===== src/rtl/core/bha_pkg.sv =====
// Shared constants and types for the bucket histogram accumulator.
`timescale 1ns / 1ps

package bha_pkg;

    localparam int NUM_BOUNDS = 6;
    localparam int BIDX_W     = 3;
    localparam int CNT_W      = 32;
    localparam int SUM_W      = 64;
    localparam int SAMPLE_W   = 32;
    localparam int STAMP_W    = 63;
    localparam int CFG_IDX_W  = 3;
    localparam int CFG_DATA_W = 32;

    localparam logic [BIDX_W-1:0] NB_LIMIT = BIDX_W'(NUM_BOUNDS);

    localparam logic [CFG_IDX_W-1:0] CFG_BOUND_COUNT = 3'd0;
    localparam logic [CFG_IDX_W-1:0] CFG_BOUND_FIRST = 3'd1;

    localparam logic FUNC_OBSERVE = 1'b0;
    localparam logic FUNC_READ    = 1'b1;

    typedef enum logic [1:0] {
        KIND_BUCKET = 2'd0,
        KIND_INF    = 2'd1,
        KIND_SUM    = 2'd2,
        KIND_COUNT  = 2'd3
    } kind_t;

endpackage


===== src/rtl/core/bucket_histogram_accumulator_unit.sv =====
// Top level of the bucket histogram accumulator: observe path, read-out sequencer, output register.
`timescale 1ns / 1ps

// Observe items are taken one per cycle while the unit is idle: the bucket counter is read from
// the counter RAM in the accept cycle and written back, saturated, in the next, with a bypass
// register covering a read that meets the write to the same bucket. Sum and total count live in
// flip-flops and update in the accept cycle. A read item stops input acceptance while the
// sequencer walks the RAM: for each bucket in use a RAM read, then load of the output register
// and clear of the entry; then a sweep clearing the buckets not in use; then the beats for the
// +Inf total, sum and count. Stalls on the output side stretch this; the next item is taken once
// the count beat is loaded. After reset a clearing pass zeroes the counter RAM before the first
// item is taken.
module bucket_histogram_accumulator_unit (
    input  logic                                     clk,
    input  logic                                     rst_n,
    input  logic                                     in_valid,
    output logic                                     in_ready,
    input  logic                                     func,
    input  logic signed [bha_pkg::SAMPLE_W-1:0]      sample,
    input  logic [bha_pkg::STAMP_W-1:0]              stamp,
    output logic                                     out_valid,
    input  logic                                     out_ready,
    output bha_pkg::kind_t                           kind,
    output logic [bha_pkg::BIDX_W-1:0]               bucket_index,
    output logic signed [bha_pkg::SUM_W-1:0]         amount,
    output logic [bha_pkg::STAMP_W-1:0]              stamp_out,
    output logic                                     last,
    input  logic                                     cfg_valid,
    output logic                                     cfg_ready,
    input  logic [bha_pkg::CFG_IDX_W-1:0]            cfg_index,
    input  logic [bha_pkg::CFG_DATA_W-1:0]           cfg_data
);

    import bha_pkg::*;

    typedef enum logic [7:0] {
        ST_IDLE  = 8'b00000001,
        ST_RREQ  = 8'b00000010,
        ST_RWAIT = 8'b00000100,
        ST_CLR   = 8'b00001000,
        ST_TOT   = 8'b00010000,
        ST_SUM   = 8'b00100000,
        ST_CNT   = 8'b01000000,
        ST_INIT  = 8'b10000000
    } state_t;

    state_t                       state_reg, state_next;
    logic [BIDX_W-1:0]            idx_reg, idx_next;

    logic [BIDX_W-1:0]            bound_count_reg;
    logic signed [SAMPLE_W-1:0]   bound_reg [NUM_BOUNDS];
    logic [BIDX_W-1:0]            n_in_use;

    logic [CNT_W-1:0]             total_reg;
    logic signed [SUM_W-1:0]      sum_reg;
    logic [SUM_W:0]               sum_ext;
    logic signed [SUM_W-1:0]      sum_sat;

    logic                         b_valid_reg;
    logic [BIDX_W-1:0]            b_idx_reg;

    logic                         hit;
    logic [BIDX_W-1:0]            hit_idx;

    logic                         in_fire, obs_fire, rd_fire;
    logic                         out_free;

    logic                         ram_we, ram_re;
    logic [BIDX_W-1:0]            ram_waddr, ram_raddr;
    logic [CNT_W-1:0]             ram_wdata, ram_rdata;
    logic                         byp_valid_reg;
    logic [CNT_W-1:0]             byp_data_reg;
    logic [CNT_W-1:0]             cnt_eff;
    logic [CNT_W-1:0]             cnt_inc;

    logic [STAMP_W-1:0]           stamp_hold_reg;

    logic                         out_valid_reg;
    kind_t                        out_kind_reg;
    logic [BIDX_W-1:0]            out_bidx_reg;
    logic signed [SUM_W-1:0]      out_amount_reg;
    logic [STAMP_W-1:0]           out_stamp_reg;
    logic                         out_last_reg;

    logic                         load;
    kind_t                        load_kind;
    logic [BIDX_W-1:0]            load_bidx;
    logic signed [SUM_W-1:0]      load_amount;
    logic                         load_last;

    assign cfg_ready = 1'b1;
    assign in_ready  = (state_reg == ST_IDLE);
    assign in_fire   = in_valid && in_ready;
    assign obs_fire  = in_fire && (func == FUNC_OBSERVE);
    assign rd_fire   = in_fire && (func == FUNC_READ);
    assign out_free  = !out_valid_reg || out_ready;

    assign n_in_use = (bound_count_reg > NB_LIMIT) ? NB_LIMIT : bound_count_reg;

    // Configuration registers
    always_ff @(posedge clk or negedge rst_n)
    begin
        if (!rst_n)
        begin
            bound_count_reg <= '0;
            for (int i = 0; i < NUM_BOUNDS; i++)
            begin
                bound_reg[i] <= '0;
            end
        end
        else if (cfg_valid && cfg_ready)
        begin
            if (cfg_index == CFG_BOUND_COUNT)
            begin
                bound_count_reg <= cfg_data[BIDX_W-1:0];
            end
            for (int i = 0; i < NUM_BOUNDS; i++)
            begin
                if (cfg_index == CFG_BOUND_FIRST + CFG_IDX_W'(i))
                begin
                    bound_reg[i] <= cfg_data;
                end
            end
        end
    end

    // First bound in register order above the sample wins
    always_comb
    begin
        hit     = 1'b0;
        hit_idx = '0;
        for (int i = NUM_BOUNDS - 1; i >= 0; i--)
        begin
            if ((BIDX_W'(i) < n_in_use) && (sample < bound_reg[i]))
            begin
                hit     = 1'b1;
                hit_idx = BIDX_W'(i);
            end
        end
    end

    // Counter RAM access
    assign cnt_eff = byp_valid_reg ? byp_data_reg : ram_rdata;
    assign cnt_inc = (cnt_eff == '1) ? cnt_eff : cnt_eff + CNT_W'(1);

    always_comb
    begin
        ram_re    = (obs_fire && hit) || (state_reg == ST_RREQ);
        ram_raddr = (state_reg == ST_RREQ) ? idx_reg : hit_idx;
        ram_we    = 1'b0;
        ram_waddr = idx_reg;
        ram_wdata = '0;
        priority if (b_valid_reg)
        begin
            ram_we    = 1'b1;
            ram_waddr = b_idx_reg;
            ram_wdata = cnt_inc;
        end
        else if (state_reg == ST_RWAIT)
        begin
            ram_we = out_free;
        end
        else if (state_reg == ST_CLR)
        begin
            ram_we = (idx_reg < NB_LIMIT);
        end
        else if (state_reg == ST_INIT)
        begin
            ram_we = 1'b1;
        end
    end

    bha_ram #(
        .WIDTH (CNT_W),
        .DEPTH (NUM_BOUNDS)
    ) u_cnt_ram (
        .clk   (clk),
        .we    (ram_we),
        .waddr (ram_waddr),
        .wdata (ram_wdata),
        .re    (ram_re),
        .raddr (ram_raddr),
        .rdata (ram_rdata)
    );

    // Catch a write landing on the entry being read in the same cycle
    always_ff @(posedge clk or negedge rst_n)
    begin
        if (!rst_n)
        begin
            byp_valid_reg <= 1'b0;
            b_valid_reg   <= 1'b0;
        end
        else
        begin
            if (ram_re)
            begin
                byp_valid_reg <= ram_we && (ram_waddr == ram_raddr);
            end
            b_valid_reg <= obs_fire && hit;
        end
    end

    always_ff @(posedge clk)
    begin
        if (ram_re)
        begin
            byp_data_reg <= ram_wdata;
        end
        b_idx_reg <= hit_idx;
        if (rd_fire)
        begin
            stamp_hold_reg <= stamp;
        end
    end

    // Running sum with signed saturation
    assign sum_ext = {sum_reg[SUM_W-1], sum_reg}
                   + {{(SUM_W - SAMPLE_W + 1){sample[SAMPLE_W-1]}}, sample};

    always_comb
    begin
        if (sum_ext[SUM_W] != sum_ext[SUM_W-1])
        begin
            sum_sat = sum_ext[SUM_W] ? {1'b1, {(SUM_W-1){1'b0}}} : {1'b0, {(SUM_W-1){1'b1}}};
        end
        else
        begin
            sum_sat = sum_ext[SUM_W-1:0];
        end
    end

    // Read-out sequencer
    always_comb
    begin
        state_next  = state_reg;
        idx_next    = idx_reg;
        load        = 1'b0;
        load_kind   = KIND_BUCKET;
        load_bidx   = '0;
        load_amount = '0;
        load_last   = 1'b0;
        unique case (state_reg)
            ST_INIT:
            begin
                // zero every counter entry once after reset
                if (idx_reg == NB_LIMIT - BIDX_W'(1))
                begin
                    idx_next   = '0;
                    state_next = ST_IDLE;
                end
                else
                begin
                    idx_next = idx_reg + BIDX_W'(1);
                end
            end
            ST_IDLE:
            begin
                if (rd_fire)
                begin
                    idx_next   = '0;
                    state_next = (n_in_use == '0) ? ST_CLR : ST_RREQ;
                end
            end
            ST_RREQ:
            begin
                state_next = ST_RWAIT;
            end
            ST_RWAIT:
            begin
                if (out_free)
                begin
                    load        = 1'b1;
                    load_bidx   = idx_reg;
                    load_amount = {{(SUM_W-CNT_W){1'b0}}, cnt_eff};
                    idx_next    = idx_reg + BIDX_W'(1);
                    state_next  = (idx_reg == n_in_use - BIDX_W'(1)) ? ST_CLR : ST_RREQ;
                end
            end
            ST_CLR:
            begin
                // sweep the buckets not in use
                if (idx_reg >= NB_LIMIT - BIDX_W'(1))
                begin
                    state_next = ST_TOT;
                end
                else
                begin
                    idx_next = idx_reg + BIDX_W'(1);
                end
            end
            ST_TOT:
            begin
                if (out_free)
                begin
                    load        = 1'b1;
                    load_kind   = KIND_INF;
                    load_amount = {{(SUM_W-CNT_W){1'b0}}, total_reg};
                    state_next  = ST_SUM;
                end
            end
            ST_SUM:
            begin
                if (out_free)
                begin
                    load        = 1'b1;
                    load_kind   = KIND_SUM;
                    load_amount = sum_reg;
                    state_next  = ST_CNT;
                end
            end
            ST_CNT:
            begin
                if (out_free)
                begin
                    load        = 1'b1;
                    load_kind   = KIND_COUNT;
                    load_amount = {{(SUM_W-CNT_W){1'b0}}, total_reg};
                    load_last   = 1'b1;
                    state_next  = ST_IDLE;
                end
            end
            default:
            begin
                state_next = ST_IDLE;
            end
        endcase
    end

    always_ff @(posedge clk or negedge rst_n)
    begin
        if (!rst_n)
        begin
            state_reg     <= ST_INIT;
            idx_reg       <= '0;
            total_reg     <= '0;
            sum_reg       <= '0;
            out_valid_reg <= 1'b0;
        end
        else
        begin
            state_reg <= state_next;
            idx_reg   <= idx_next;
            if (obs_fire)
            begin
                total_reg <= (total_reg == '1) ? total_reg : total_reg + CNT_W'(1);
                sum_reg   <= sum_sat;
            end
            else if (load && load_last)
            begin
                total_reg <= '0;
                sum_reg   <= '0;
            end
            if (load)
            begin
                out_valid_reg <= 1'b1;
            end
            else if (out_ready)
            begin
                out_valid_reg <= 1'b0;
            end
        end
    end

    // Hold the stamp with the beat, so a following read cannot change it
    always_ff @(posedge clk)
    begin
        if (load)
        begin
            out_kind_reg   <= load_kind;
            out_bidx_reg   <= load_bidx;
            out_amount_reg <= load_amount;
            out_stamp_reg  <= stamp_hold_reg;
            out_last_reg   <= load_last;
        end
    end

    assign out_valid    = out_valid_reg;
    assign kind         = out_kind_reg;
    assign bucket_index = out_bidx_reg;
    assign amount       = out_amount_reg;
    assign stamp_out    = out_stamp_reg;
    assign last         = out_last_reg;

`ifndef SYNTHESIS
    a_wb_in_range: assert property (@(posedge clk) disable iff (!rst_n)
        b_valid_reg |-> (b_idx_reg < n_in_use))
        else $error("counter write-back outside the buckets in use");

    a_no_wb_in_readout: assert property (@(posedge clk) disable iff (!rst_n)
        (state_reg != ST_IDLE) |-> !b_valid_reg)
        else $error("observe write-back overlaps read-out");

    a_bucket_beat_idx: assert property (@(posedge clk) disable iff (!rst_n)
        (out_valid_reg && (out_kind_reg == KIND_BUCKET)) |-> (out_bidx_reg < n_in_use))
        else $error("bucket beat index beyond bounds in use");

    a_clear_on_last: assert property (@(posedge clk) disable iff (!rst_n)
        (load && load_last) |=> ((total_reg == '0) && (sum_reg == '0)))
        else $error("total or sum not cleared after read-out");
`endif

endmodule


===== src/rtl/core/bha_ram.sv =====
// Generic single-write, single-read RAM with registered read data.
`timescale 1ns / 1ps

module bha_ram #(
    parameter int WIDTH = 32,
    parameter int DEPTH = 8
) (
    input  logic                     clk,
    input  logic                     we,
    input  logic [$clog2(DEPTH)-1:0] waddr,
    input  logic [WIDTH-1:0]         wdata,
    input  logic                     re,
    input  logic [$clog2(DEPTH)-1:0] raddr,
    output logic [WIDTH-1:0]         rdata
);

    logic [WIDTH-1:0] mem [DEPTH];
    logic [WIDTH-1:0] rdata_reg;

    always_ff @(posedge clk)
    begin
        if (we)
        begin
            mem[waddr] <= wdata;
        end
        if (re)
        begin
            rdata_reg <= mem[raddr];
        end
    end

    assign rdata = rdata_reg;

endmodule

===== config.mk =====
export PLATFORM = sky130hd
export DESIGN_NAME = bucket_histogram_accumulator_unit
export DESIGN_NICKNAME = d
export VERILOG_FILES = /design/src/rtl/core/bha_pkg.sv /design/src/rtl/core/bucket_histogram_accumulator_unit.sv /design/src/rtl/core/bha_ram.sv
export SDC_FILE = /design/constraint.sdc
export NUM_CORES = 1
export LEC_CHECK = 0
export ABC_AREA = 1
export BUFFER_PORTS_ARGS = -buffer_cell sky130_fd_sc_hd__buf_2
export CAP_MARGIN = 10
export CORE_MARGIN = 5
export CORE_UTILIZATION = 47
export CTS_CLUSTER_DIAMETER = 30
export DETAILED_ROUTE_END_ITERATION = 6
export HOLD_SLACK_MARGIN = 0.15
export SKIP_LAST_GASP = 1
export SLEW_MARGIN = 20
export SYNTH_ARGS = -nofsm -noshare
export SYNTH_HDL_FRONTEND = slang
export SYNTH_SLANG_ARGS = --single-unit

===== constraint.sdc =====
create_clock -name clk -period 9.6 [get_ports clk]
set_input_delay 2.4 -clock clk [delete_from_list [all_inputs] [get_ports clk]]
set_output_delay 2.4 -clock clk [all_outputs]
set_load 0.05 [all_outputs]

==> Yosys cells after proc, flatten, opt, wreduce, memory -nomap -nowiden <==
Memory sizes are Yosys's and may differ from the RTL's. A register that Yosys moved wholly into a read port is not among the register bits.
Index checks and enable logic that the tools add are counted.
{ "word_totals": {"register_bits": 536, "mem_bits_rw": 192, "out_inout_bits": 136, "n_memories": 1} }
{ "mem_list": {"columns": ["memory", "depth", "width", "rd", "rd_ports_with_merged_regs", "write_ports", "line_no", "source"], "rows": [
  ["u_cnt_ram.mem", 6, 32, 1, 1, 1, "bha_ram.sv:17", "logic [WIDTH-1:0] mem [DEPTH];"]
]} }
{ "op_classes": {"add_sub_neg": 5, "order_cmp": 15, "n_eq_ne": 29, "muxes": 59, "bitwise_logic": 1, "reduce_logical": 33} }
{ "ops": {"columns": ["cell", "n"], "rows": [
  ["2-to-1 mux 64 bit", 5],
  ["2-to-1 mux 32 bit", 8],
  ["less-than comparator 32 bit", 6],
  ["case mux 64 bit (3 select lines)", 1],
  ["adder 64 x 32 -> 65 bit", 1],
  ["adder 32 x 1 -> 32 bit (second input constant)", 2],
  ["== test 32 bit (second input constant)", 2],
  ["case mux 8 bit (8 select lines)", 1],
  ["2-to-1 mux 8 bit", 7],
  ["2-to-1 mux 3 bit", 13],
  ["2-to-1 mux 1 bit", 18],
  ["AND reduction 2 bit", 9],
  ["== test 3 bit (second input constant)", 4],
  ["logical AND 1 bit", 12],
  ["inequality test 2 bit (second input constant)", 6],
  ["case mux 3 bit (4 select lines)", 1],
  ["== test 8 x 1 -> 1 bit (second input constant)", 1],
  ["== test 8 x 2 -> 1 bit (second input constant)", 1],
  ["== test 8 x 3 -> 1 bit (second input constant)", 1],
  ["== test 8 x 4 -> 1 bit (second input constant)", 1],
  ["== test 8 x 5 -> 1 bit (second input constant)", 1],
  ["== test 8 x 6 -> 1 bit (second input constant)", 1],
  ["== test 8 x 7 -> 1 bit (second input constant)", 1],
  ["== test 8 bit (second input constant)", 1],
  ["other kinds (26)", 38]
]} }

==> Longest topological paths before layout <==
{ "logic_depth": {"word_depth": 13, "ltp_mapped": 27} }

==> Modules after synthesis <==
Synthesis repeated with hierarchy kept, for this count alone.
{ "hier_totals": {"cells_unflattened": 4262, "area_unflattened_um2": 39527.9} }
{ "by_module_without_submodules": {"columns": ["module", "n_inst", "cells_per_inst", "area_each_um2", "seq_area_each_um2"], "rows": [
  ["bucket_histogram_accumulator_unit", 1, 3635, 31048.5, 14540.2],
  ["bha_ram", 1, 627, 8479.4, 6726.5]
]} }

==> Worst setup path after synthesis <==
OpenSTA, ideal clock, no wires.
{ "synth_timing": {"path_kind": "in2reg", "startpoint": "input port out_ready", "endpoint": "register out_amount_reg[0] (netlist: amount[0]), enable pin", "setup_time_ps": 627, "arrival_time_ps": 8042, "setup_slack_ps": 931, "cell_stages": 2, "cell_sequence": "nor2_1 nor2_1"} }
{ "synth_between": {"elab_chain_cells": 3} }
{ "synth_lines": {"columns": ["element", "line_no", "source"], "rows": [
  ["start, declared", "bucket_histogram_accumulator_unit.sv:22", "input logic out_ready,"],
  ["logical OR 1 bit", "bucket_histogram_accumulator_unit.sv:96", "assign out_free = !out_valid_reg || out_ready;"],
  ["2-to-1 mux 1 bit (2 in a row)", null, null],
  ["net load", "bucket_histogram_accumulator_unit.sv:85", "logic load;"],
  ["end signal, assigned", "bucket_histogram_accumulator_unit.sv:372", "out_amount_reg <= load_amount;"],
  ["end, declared", "bucket_histogram_accumulator_unit.sv:81", "logic signed [SUM_W-1:0] out_amount_reg;"]
]} }
The timed path passes the listed nets, and every way through them passes these cells.
A chain may end at the register's enable or synchronous reset.

==> Final worst setup path <==
{ "layout_timing": {"startpoint": "input port sample[31] in the netlist's numbering", "endpoint": "register u_cnt_ram.rdata_reg[6] (netlist: u_cnt_ram.rdata[6]) (read register of u_cnt_ram.mem) (data pin)"} }
{ "layout_between": {"elab_chain_cells": 10, "word_cells_on_any_way": 27, "classes_between": "order compare (6); mux (13); reduce/logical (8)"} }
{ "layout_lines": {"columns": ["element", "line_no", "source"], "rows": [
  ["start, declared", "bucket_histogram_accumulator_unit.sv:19", "input logic signed [bha_pkg::SAMPLE_W-1:0] sample,"],
  ["less-than comparator 32 bit", "bucket_histogram_accumulator_unit.sv:134", "if ((BIDX_W'(i) < n_in_use) && (sample < bound_reg[i]))"],
  ["logical AND 1 bit", "bucket_histogram_accumulator_unit.sv:134", null],
  ["2-to-1 mux 1 bit (6 in a row)", "bucket_histogram_accumulator_unit.sv:134", null],
  ["logical AND 1 bit", "bucket_histogram_accumulator_unit.sv:148", "ram_re = (obs_fire && hit) || (state_reg == ST_RREQ);"],
  ["logical OR 1 bit", "bucket_histogram_accumulator_unit.sv:148", null],
  ["end, declared", "bha_ram.sv:18", "logic [WIDTH-1:0] rdata_reg;"]
]} }
Parallel ways exist; a longest one is shown, timed or not.

==> out/qor.json <==
{
  "detailed_routing": {
    "drt-total-wl_microns": 114000,
    "detailroute.via_count": 31000,
    "route.detailed.drc": 0,
    "initial_drt_markers": 2390,
    "drt-pass1-iter-count": 6,
    "detail-route-antenna-nets": 0,
    "avgViaCountPerCell": 5.24,
    "route.detailed.wl_per_inst_microns": 19.2
  },
  "floorplanning": {
    "die_width_microns": 301,
    "die-area_sq_um": 90500,
    "pin_count": 272,
    "num_rows": 106,
    "chipHeight_microns": 301,
    "floorplan.core_area_sq_um": 83800,
    "initial_core_util": 0.474
  },
  "critical_path": {
    "worstSetupPathType": "in2reg",
    "worstPathArrival_ps": 6840,
    "crit_fanout": 78,
    "worstRegToRegCells": 21,
    "setup.worst_path.end_class": "flip-flop",
    "critical_path.reg2reg.endpoint": "u_cnt_ram.rdata[6]$_DFFE_PP_",
    "setup.reg_to_reg.worst_slack_ps": 4780,
    "rr_startpoint": "bound_reg[63]$_DFFE_PN0P_",
    "timing.critical_path.required_ps": 10100,
    "start_kind": "primary input"
  },
  "cts": {
    "number_of_buffers_inserted_to_repair_setup_after_cts": 0,
    "cts-buffers-inserted": 166,
    "worst_skew_pair.late_latency_ps": 760,
    "postCtsResizedCells": 0,
    "clk_pin_slew_worst_paths_ps": 50,
    "max-clock-path-buffers": 3,
    "cts_hold_buf": 0,
    "cts_root_buffer": "sky130_fd_sc_hd__clkbuf_16",
    "clock_sinks": 760,
    "cts_tree": "done",
    "htree_levels": 4
  },
  "global_routing": {
    "global_route.overflow_total": 0,
    "grt_start_max_net_pins": 120,
    "grt_first_pass_wirelength_microns": 175000,
    "track_usage": 0.249,
    "number_of_global_route_vias_before_repair": 29800,
    "antenna_found_initial": 6
  },
  "status": {
    "run_status": "completed"
  },
  "synthesis": {
    "mappedNetlistArea_sq_um": 39700,
    "ys_ff_latch": 760,
    "yosysSeqAreaShare": 0.535,
    "asyncSetResetFlopFracSynth": 0.401,
    "ys_warn_count": 0,
    "gate_count_of_the_mapped_netlist": 4302,
    "postSynth.topFlopCell": "sky130_fd_sc_hd__edfxtp_1",
    "synth_edf_count": 452,
    "mappedNetlistNets": 4694,
    "post_synth.cell_area_avg_sq_um": 9.24,
    "synth.distinct_cells": 74
  },
  "sta": {
    "grt_setup_unrepaired": "false",
    "finalSetupViolCount": 0,
    "slew_viol_final": 0,
    "tns_ps": 0,
    "timing.final.crit_share": 0.660,
    "final.setup_skew_ps": 33.4,
    "min_period_ps": 6330,
    "max_slew.worst_pin.slew_ps": 1090,
    "max_slew_margin": 0.272,
    "finalWorstSetupSlack_ps": 3270,
    "maximum_clock_frequency_mhz": 158,
    "finalHoldViolCount": 0
  },
  "placement": {
    "pre_cts_slack_ps": 2470,
    "portBuffers": 270,
    "detailed_place_hpwl_microns": 79600,
    "place.gp.congestion": 0.940
  },
  "min_path": {
    "holdPathEnd": "stamp_out[5]$_DFFE_PP_",
    "hold_path.startpoint": "stamp_hold_reg[5]$_DFFE_PP_",
    "min_path_cells": 0,
    "hold_path.class": "reg2reg"
  },
  "layout": {
    "layout_commonest_cell": "sky130_fd_sc_hd__nand2_1",
    "drive_above_1_share": 0.144,
    "most-common-layout-cells": "sky130_fd_sc_hd__nand2_1 (1032), sky130_fd_sc_hd__inv_1 (602), sky130_fd_sc_hd__edfxtp_1 (452)",
    "fill_cells": 7450,
    "areaGrowthSynthToFinish_pct": 20.8,
    "design.final.nets": 5042
  },
  "power_and_ir_drop": {
    "power.ir.vdd_worst_v": 0.000191,
    "power_leakage_nw": 21.9,
    "power_density_nw_per_um2": 321
  },
  "flow_run": {
    "max_cap_viol_count": 0
  }
}
layer usage:
| metal | up-vias | wire [microns] | share of wire | GRT usage |
|---|---|---|---|---|
| met5 | - | 11 | 0.000097 | 0 |
| met1 | 14600 | 52800 | 0.46 | 0.366 |
| li1 | 15200 | - | - | - |
| met3 | 164 | 9920 | 0.087 | 0.0659 |
| met4 | 2 | 2730 | 0.024 | 0.0783 |
| met2 | 1078 | 48300 | 0.42 | 0.364 |
final cells by class:
| cell class | instances | area, sq um | area share |
|---|---|---|---|
| Antenna cell | 3 | 7.51 | 0.000156 |
| Clock buffer | 200 | 4430 | 0.0922 |
| Clock inverter | 109 | 1370 | 0.0285 |
| Inverter | 616 | 2320 | 0.0483 |
| Multi-Input combinational cell | 2807 | 15600 | 0.326 |
| Sequential cell | 760 | 21300 | 0.443 |
| Tap cell | 1134 | 1420 | 0.0295 |
| Timing Repair Buffer | 299 | 1580 | 0.0329 |
cells by family after synthesis:
| group | Yosys count | share of synthesized area |
|---|---|---|
| muxes | 1 | 0.000252 |
| other | 1 | 0.0000944 |
| AOI/OAI and AO/OA | 748 | 0.106 |
| buffers and inverters | 735 | 0.0743 |
| DFF | 760 | 0.535 |
| and+or+nand+nor | 1732 | 0.188 |
| xor gates and xnor gates | 69 | 0.0154 |
| adders and majority gates | 256 | 0.0808 |
metrics by stage:
stage	hold WS (ps)	utilization	cells	cell area, sq um	power (mW)
floorplan	400	-	4302	39700	8.24
global placement	400	0.503	5616	42200	9.57
detailed placement	405	0.504	5616	42200	9.60
CTS	409	0.573	5925	48000	15.5
global route	415	0.573	5927	48000	16.3
finish	411	0.573	5928	48000	15.4
worst max path at each step:
stage,slack (ps),depth (start not counted),from,to
floorplan,930,2,out_ready,amount[0]$_DFFE_PP_
global placement,2560,21,sample[31],u_cnt_ram.rdata[19]$_DFFE_PP_
detailed placement,2470,21,sample[31],u_cnt_ram.rdata[14]$_DFFE_PP_
CTS,3270,21,sample[31],u_cnt_ram.rdata[14]$_DFFE_PP_
global route,2820,18,sample[31],u_cnt_ram.rdata[3]$_DFFE_PP_
finish,3270,21,sample[31],u_cnt_ram.rdata[6]$_DFFE_PP_
critical path: stages:
cell	delay, ps
sky130_fd_sc_hd__buf_2	220
sky130_fd_sc_hd__ha_1	400
sky130_fd_sc_hd__nand2_1	120
sky130_fd_sc_hd__nor4_2	400
sky130_fd_sc_hd__and3_1	210
sky130_fd_sc_hd__nand2_1	70
sky130_fd_sc_hd__nand2_1	80
sky130_fd_sc_hd__nand2_1	50
sky130_fd_sc_hd__nand3_1	80
sky130_fd_sc_hd__nand2_1	70
sky130_fd_sc_hd__nand2_1	60
sky130_fd_sc_hd__nand2_1	80
sky130_fd_sc_hd__nand2_1	70
sky130_fd_sc_hd__nand3_1	410
sky130_fd_sc_hd__nand2_2	160
sky130_fd_sc_hd__buf_4	720
sky130_fd_sc_hd__inv_2	720
sky130_fd_sc_hd__nand3_1	250
sky130_fd_sc_hd__nand3_1	100
sky130_fd_sc_hd__nand2_1	90
sky130_fd_sc_hd__inv_1	40
cell usage after synthesis, drive strengths merged (7+ instances only):
library cell     n  area (sq um)
inv            609          2290
a21boi           7          52.6
xor2            35           314
a22oi           10          75.1
clkbuf          67           251
o211ai          44           330
nand3b           9          67.6
clkinv           7          27.5
o221ai          21           190
nor2           306          1240
buf             52           385
or2             16           100
ha             255          3190
edfxtp         452         13600
nor3            47           284
a21oi          218          1110
xnor2           34           298
a31oi           33           206
dfrtp          304          7610
a211oi           7          52.6
nand4           28           215
nand2         1060          4060
o21bai           9          71.3
o21a            18           135
nor4            24           220
o21ai          362          1840
nand3          236          1230
where the power goes:
| group | switching (mW) | internal (mW) | leakage [nW] | total [mW] |
|---|---|---|---|---|
| sequential | 0.386 | 4.26 | 8.02 | 4.65 |
| combinational | 3.50 | 1.46 | 11.1 | 4.96 |
| clock | 1.92 | 3.88 | 2.77 | 5.80 |
| total | 5.81 | 9.60 | 21.9 | 15.4 |
Power figures use the tool's default switching activity.
